--- src/design/efa_pkg.sv ---
package efa_pkg;

  // Field widths
  localparam int GRID_W   = 18;
  localparam int LOAD_W   = 17;
  localparam int IVL_W    = 16;
  localparam int HOUR_W   = 5;
  localparam int DAY_W    = 16;
  localparam int THR_W    = 16;
  localparam int ENERGY_W = 48;
  localparam int SECS_W   = 17;
  localparam int REM_W    = 10;
  localparam int QUO_W    = 7;

  // Hourly bins
  localparam int HOURS      = 24;
  localparam int HOUR_IDX_W = (HOURS > 1) ? $clog2(HOURS) : 1;

  // Stream word widths
  localparam int IN_W  = 80;
  localparam int OUT_W = 312;

  // Constants
  localparam logic signed [GRID_W-1:0] DROP_LIMIT = -18'sd90000;
  localparam logic [THR_W-1:0]  THR_RESET   = 16'd10;
  localparam logic [SECS_W-1:0] SECS_MAX    = 17'h1FFFF;
  localparam int                MS_PER_S    = 1000;
  // floor(ivl / 1000) == (ivl * RECIP) >> RECIP_SHIFT for every 16-bit ivl
  localparam logic [16:0]       RECIP       = 17'd67109;
  localparam int                RECIP_SHIFT = 26;

  typedef logic [ENERGY_W-1:0] energy_t;

  typedef struct packed {
    energy_t imp;
    energy_t exp;
    energy_t red;
  } bin_t;

  // Update request from the accumulator stage to the hourly bin store
  typedef struct packed {
    logic              upd;
    logic              fresh;
    logic [HOUR_W-1:0] hour;
    bin_t              add;
  } bin_req_t;

  function automatic energy_t sat_add(energy_t a, energy_t b);
    logic [ENERGY_W:0] sum;
    sum = {1'b0, a} + {1'b0, b};
    return sum[ENERGY_W] ? {ENERGY_W{1'b1}} : sum[ENERGY_W-1:0];
  endfunction

endpackage

--- src/design/efa_hour_bins.sv ---
module efa_hour_bins (
  input  logic                    clk,
  input  logic                    rst_n,
  input  logic                    rd_en,
  input  logic [efa_pkg::HOUR_W-1:0] rd_hour,
  input  efa_pkg::bin_req_t       req,
  output efa_pkg::bin_t           bin_o
);

  localparam int IW = efa_pkg::HOUR_IDX_W;

  efa_pkg::bin_t                mem [efa_pkg::HOURS];
  efa_pkg::bin_t                rdata_r;
  logic [efa_pkg::HOURS-1:0]    hour_valid_r, hour_valid_nxt;
  logic                         last_wr_valid_r;
  logic [IW-1:0]                last_wr_hour_r;
  efa_pkg::bin_t                last_wr_data_r;

  logic          rd_in_range, in_range, hit, fwd, wr_en;
  logic [IW-1:0] rd_idx, idx;
  efa_pkg::bin_t old_bin, new_bin;

  assign rd_in_range = {1'b0, rd_hour} < (efa_pkg::HOUR_W + 1)'(efa_pkg::HOURS);
  assign rd_idx      = rd_hour[IW-1:0];
  assign in_range    = {1'b0, req.hour} < (efa_pkg::HOUR_W + 1)'(efa_pkg::HOURS);
  assign idx         = req.hour[IW-1:0];

  // Pick the newest copy: the last write may have landed as this entry was read
  assign fwd = last_wr_valid_r && (last_wr_hour_r == idx);
  assign hit = in_range && !req.fresh && hour_valid_r[idx];

  always_comb begin
    if (!hit) begin
      old_bin = '0;
    end else if (fwd) begin
      old_bin = last_wr_data_r;
    end else begin
      old_bin = rdata_r;
    end
    new_bin.imp = efa_pkg::sat_add(old_bin.imp, req.add.imp);
    new_bin.exp = efa_pkg::sat_add(old_bin.exp, req.add.exp);
    new_bin.red = efa_pkg::sat_add(old_bin.red, req.add.red);
  end

  assign bin_o = in_range ? new_bin : '0;
  assign wr_en = req.upd && in_range;

  // Clear all valid bits on a new day, then mark the written hour
  always_comb begin
    hour_valid_nxt = hour_valid_r;
    if (req.upd) begin
      if (req.fresh) begin
        hour_valid_nxt = '0;
      end
      if (in_range) begin
        hour_valid_nxt = hour_valid_nxt | (efa_pkg::HOURS'(1) << idx);
      end
    end
  end

  // Bin memory: one write and one registered read a cycle
  always_ff @(posedge clk) begin
    if (wr_en) begin
      mem[idx] <= new_bin;
    end
    if (rd_en && rd_in_range) begin
      rdata_r <= mem[rd_idx];
    end
  end

  // Track valid bits and the last write for forwarding
  always_ff @(posedge clk) begin
    if (!rst_n) begin
      hour_valid_r    <= '0;
      last_wr_valid_r <= 1'b0;
    end else begin
      hour_valid_r <= hour_valid_nxt;
      if (wr_en) begin
        last_wr_valid_r <= 1'b1;
      end
    end
  end

  always_ff @(posedge clk) begin
    if (wr_en) begin
      last_wr_hour_r <= idx;
      last_wr_data_r <= new_bin;
    end
  end

  a_written_is_valid: assert property (@(posedge clk) disable iff (!rst_n)
    wr_en |=> hour_valid_r[$past(idx)])
    else $error("written hour bin not marked valid");

  a_forward_matches_mem: assert property (@(posedge clk) disable iff (!rst_n)
    last_wr_valid_r |-> mem[last_wr_hour_r] == last_wr_data_r)
    else $error("forwarding copy differs from bin memory");

  a_new_day_clears: assert property (@(posedge clk) disable iff (!rst_n)
    req.upd && req.fresh |=> $countones(hour_valid_r) <= 1)
    else $error("hour valid bits not cleared on new day");

endmodule

--- config.mk ---
export PLATFORM = sky130hd
export DESIGN_NAME = efa_hour_bins
export DESIGN_NICKNAME = d
export VERILOG_FILES = /design/src/design/efa_pkg.sv /design/src/design/efa_hour_bins.sv
export SDC_FILE = /design/constraint.sdc
export NUM_CORES = 2
export LEC_CHECK = 0
export ABC_AREA = 1
export BUFFER_PORTS_ARGS = -buffer_cell sky130_fd_sc_hd__buf_2
export CAP_MARGIN = 20
export CORE_ASPECT_RATIO = 1.4
export CORE_MARGIN = 5
export CORE_UTILIZATION = 38
export DETAILED_ROUTE_END_ITERATION = 10
export GPL_ROUTABILITY_DRIVEN = 0
export GPL_TIMING_DRIVEN = 0
export PLACE_DENSITY = 0.51
export REMOVE_ABC_BUFFERS = 1
export SLEW_MARGIN = 20
export SYNTH_ARGS = -nofsm -noshare
export SYNTH_HDL_FRONTEND = slang
export SYNTH_SLANG_ARGS = --single-unit
--- constraint.sdc ---
create_clock -name clk -period 15.48 [get_ports clk]
set_input_delay 1.548 -clock clk [delete_from_list [all_inputs] [get_ports clk]]
set_output_delay 1.548 -clock clk [all_outputs]
set_load 0.02 [all_outputs]
==> impl_results.md <==
- Reg2Reg Setup Slack: 8.37 ns
- Final nets: 14117
- Worst r2r path cells: 25
- Initial core utilization: 38.1%
- Final Hold Viols: 0
- Number of synthesized flops with an enable pin: 3749
- Final period util: 64.6%
- HP Class: register to register
- Setup-failing EPs final: 0
- Layout Skew: 0.0663 ns
- Max-slew violations: 0
- Net switching power figure: 5.49 mW
- Fmax achieved: 100 MHz
- RSZ-0062 raised after global routing: no
- Via density: 5.67
- Fillers: 38479
- Kind of critical path: primary input to output port
- Post-synthesis sequential area ratio: 70.5%
- Synth warnings: 0
- Leading register cell type out of synthesis: edfxtp_1
- Critical Path AT: 8.45 ns
- Antenna violations before repair: 36
- Mean post-synth cell area: 11.9 um^2
- Detailed Routing Iterations Pass 1: 7
- Post-synth top area cell: edfxtp_1
- Post-synth top area share: 70.2%
- Synthesized flop and latch total: 3774
- Dominant cells by area after synthesis: edfxtp_1, o21ai_0, nor2_1
- Post-Synth XOR/XNOR Area: 0.366%
- Post-synthesis cell count: 13513
- Core area: 0.421 mm^2
- Status: finished, final reports clean
- End of the critical path: bin_o[87]
- Max H-tree Level: 5
- DR WL/cell: 27.5 um
- Main combinational cell family by area after synthesis: compound AO/OA/AOI/OAI gates
- Vias in the first global route: 107432
- Vias: 111608
- Transition time of the tightest slew-check pin: 1.05 ns
- Placed cells: 18965
- Post-CTS Resized: 0
- R2R Path End: mem[7][22]
- Hold buffers post-CTS: 0
- Setup Buffers After CTS: 0
- CTS Root Cell: clkbuf_16
- Chip width: 559 um
- Worst vdd ir: 106 uV
- Power density over the cells: 120 mW/mm^2
- Comb power frac: 8.6%
- Sequential power share: 51.6%
- Crit path launch type: primary input
- Final non-filler cell total: 19672
- Slew margin rel.: 29.9%
- Largest net degree at the start of global routing: 185
- CTS max path bufs: 4
- Ys async rst share: 0%
- CP endpoint kind: output port
- Most common cell in the netlist: edfxtp_1
- Remaining DRCs: 0
- Worst reg2reg startpoint: last_wr_hour_r[1]
- Register Area: 0.113 mm^2
- Area of the multi-input gates: 0.0409 mm^2
- I/O Buffers: 302
- Internal Power: 17.1 mW
- Top cells by count, synth: edfxtp_1, nor2_1, nand2_1
- Distinct cells, synth: 44
- Fraction of layout cells with a size suffix above 1: 10.2%
- Max FO, Critical Path: 66
- Required @ worst endpoint: 13.93 ns
- LEAKAGE: 65.1 nW
- Mapped Area: 0.160 mm^2
- Detail Placement HPWL: 345000 um
- Power, Total: 22.6 mW
- Routed wire length: 541000 um
- # IOs: 303
- Die Footprint: 0.435 mm^2
- First-pass GRT wire length: 768000 um
- Final setup margin: 5.48 ns
- Switching share of total power: 24.3%
- Setup crit start: req[147]
- DRT iter0 DRCs: 10742
- Max cap viols: 0
- CTS clk-pin slew, worst paths: 0.06 ns
- Area growth syn-to-layout: 17.3%
- Global route total overflow: 0
- Antenna Nets Post-Route: 0
- Mux cell area share after synthesis: 0%
- TritonCTS clock tree: built
- Tot GR Track Use: 23.9%
- Adder-Cell Fraction of Synth Area: 1.16%
- Post-synthesis compound-gate area fraction: 12.1%
- Die span in y: 779 um
- Row count: 282
- Clock Latency Late Sink: 1.00 ns
- Simple-Gate Fraction of Synth Area: 11.7%
- Clock tree sinks: 3774
- Final core occ: 44.7%
- Clk network pwr share: 39.8%
- Num CTS Buffers: 382
- Pre-CTS worst setup slack: 5.47 ns
- Minimum clock period: 10.0 ns
## registers in the layout, summed over array words and instances, names as in the netlist
| name | count |
|---|---|
| hour_valid_r | 24 |
| last_wr_valid_r | 1 |
| last_wr_hour_r | 5 |
| rdata_r | 144 |
| last_wr_data_r | 144 |
| mem | 3456 |
## worst min-delay path by stage
stage                startpoint               end  slack, ns  cells after the start
3_5_place_dp    last_wr_valid_r   last_wr_valid_r       0.47                      2
6_report        last_wr_valid_r   last_wr_valid_r       0.48                      2
2_1_floorplan   last_wr_valid_r   last_wr_valid_r       0.44                      2
5_1_grt        hour_valid_r[21]  hour_valid_r[21]       0.51                      2
4_1_cts         last_wr_valid_r   last_wr_valid_r       0.48                      2
3_3_place_gp    last_wr_valid_r   last_wr_valid_r       0.46                      2
## placed cells by master (no fill, tap or decap), drive strengths merged, types with 187 or more instances in the layout
cell type,Yosys,final
clkbuf,554,474
a21oi,301,301
o22ai,197,197
buf,293,761
edfxtp,3749,3749
o21ai,2028,2028
nand3,423,423
nor2,2089,2089
inv,799,815
o221ai,670,670
nand4,187,187
nand2,1868,1868
## routing by layer
layer | GRT usage, % | wire (um)
met2 | 40.6 | 263000
met5 | 0 | 107
met1 | 31.5 | 222000
met3 | 3.54 | 35300
met4 | 8.26 | 20600
## cells by family after synthesis
logic type / Yosys count
AO/OA/AOI/OAI: 3267
adder cells (fa/ha/maj): 147
flip-flops: 3774
AND/OR/NAND/NOR: 4610
buffers and inverters: 1648
XOR/XNOR: 67
## stage by stage
stage	area (um^2)	TNS, ns	hold WS (ns)
finish	188000	0	0.482
global route	188000	0	0.510
CTS	188000	0	0.484
detailed placement	176000	0	0.466
global placement	165000	-	0.455
floorplan	157000	-4908.95	0.441
## worst max-delay path: stages
cell	delay [ns]
buf_2	0.21
nand2_4	0.18
buf_16	0.25
buf_16	0.21
inv_6	0.30
buf_16	0.33
nor2_1	0.21
nand2_8	0.41
buf_16	0.34
a21oi_1	0.15
ha_1	0.29
fa_1	0.51
nand3_1	0.12
nand3_1	0.21
nand2_1	0.12
nand2_1	0.16
nand2_1	0.15
a21oi_2	0.08
nor2_4	0.55
buf_16	0.24
nand3_2	0.53
nand2_1	0.22
inv_1	0.29
buf_2	0.28
## layout make-up
class	instances	area share [%]
flip-flops and latches	3774	60.1
repair buffers	761	6.51
diodes	18	0.0239
inverters	801	1.62
well taps	5538	3.68
clock buffers	474	5.30
clock inverters	215	1.06
multi-input cells	8091	21.7
## power by group through the flow
stage	sequential (mW)	combinational (mW)	clock, mW
floorplan	11.9	1.01	0
global placement	12.0	1.94	0
detailed placement	11.8	1.93	0
CTS	11.6	1.93	9.15
global route	11.6	2.08	9.57
finish	11.6	1.93	8.99
Note: power is estimated with default switching activity, not from simulation.
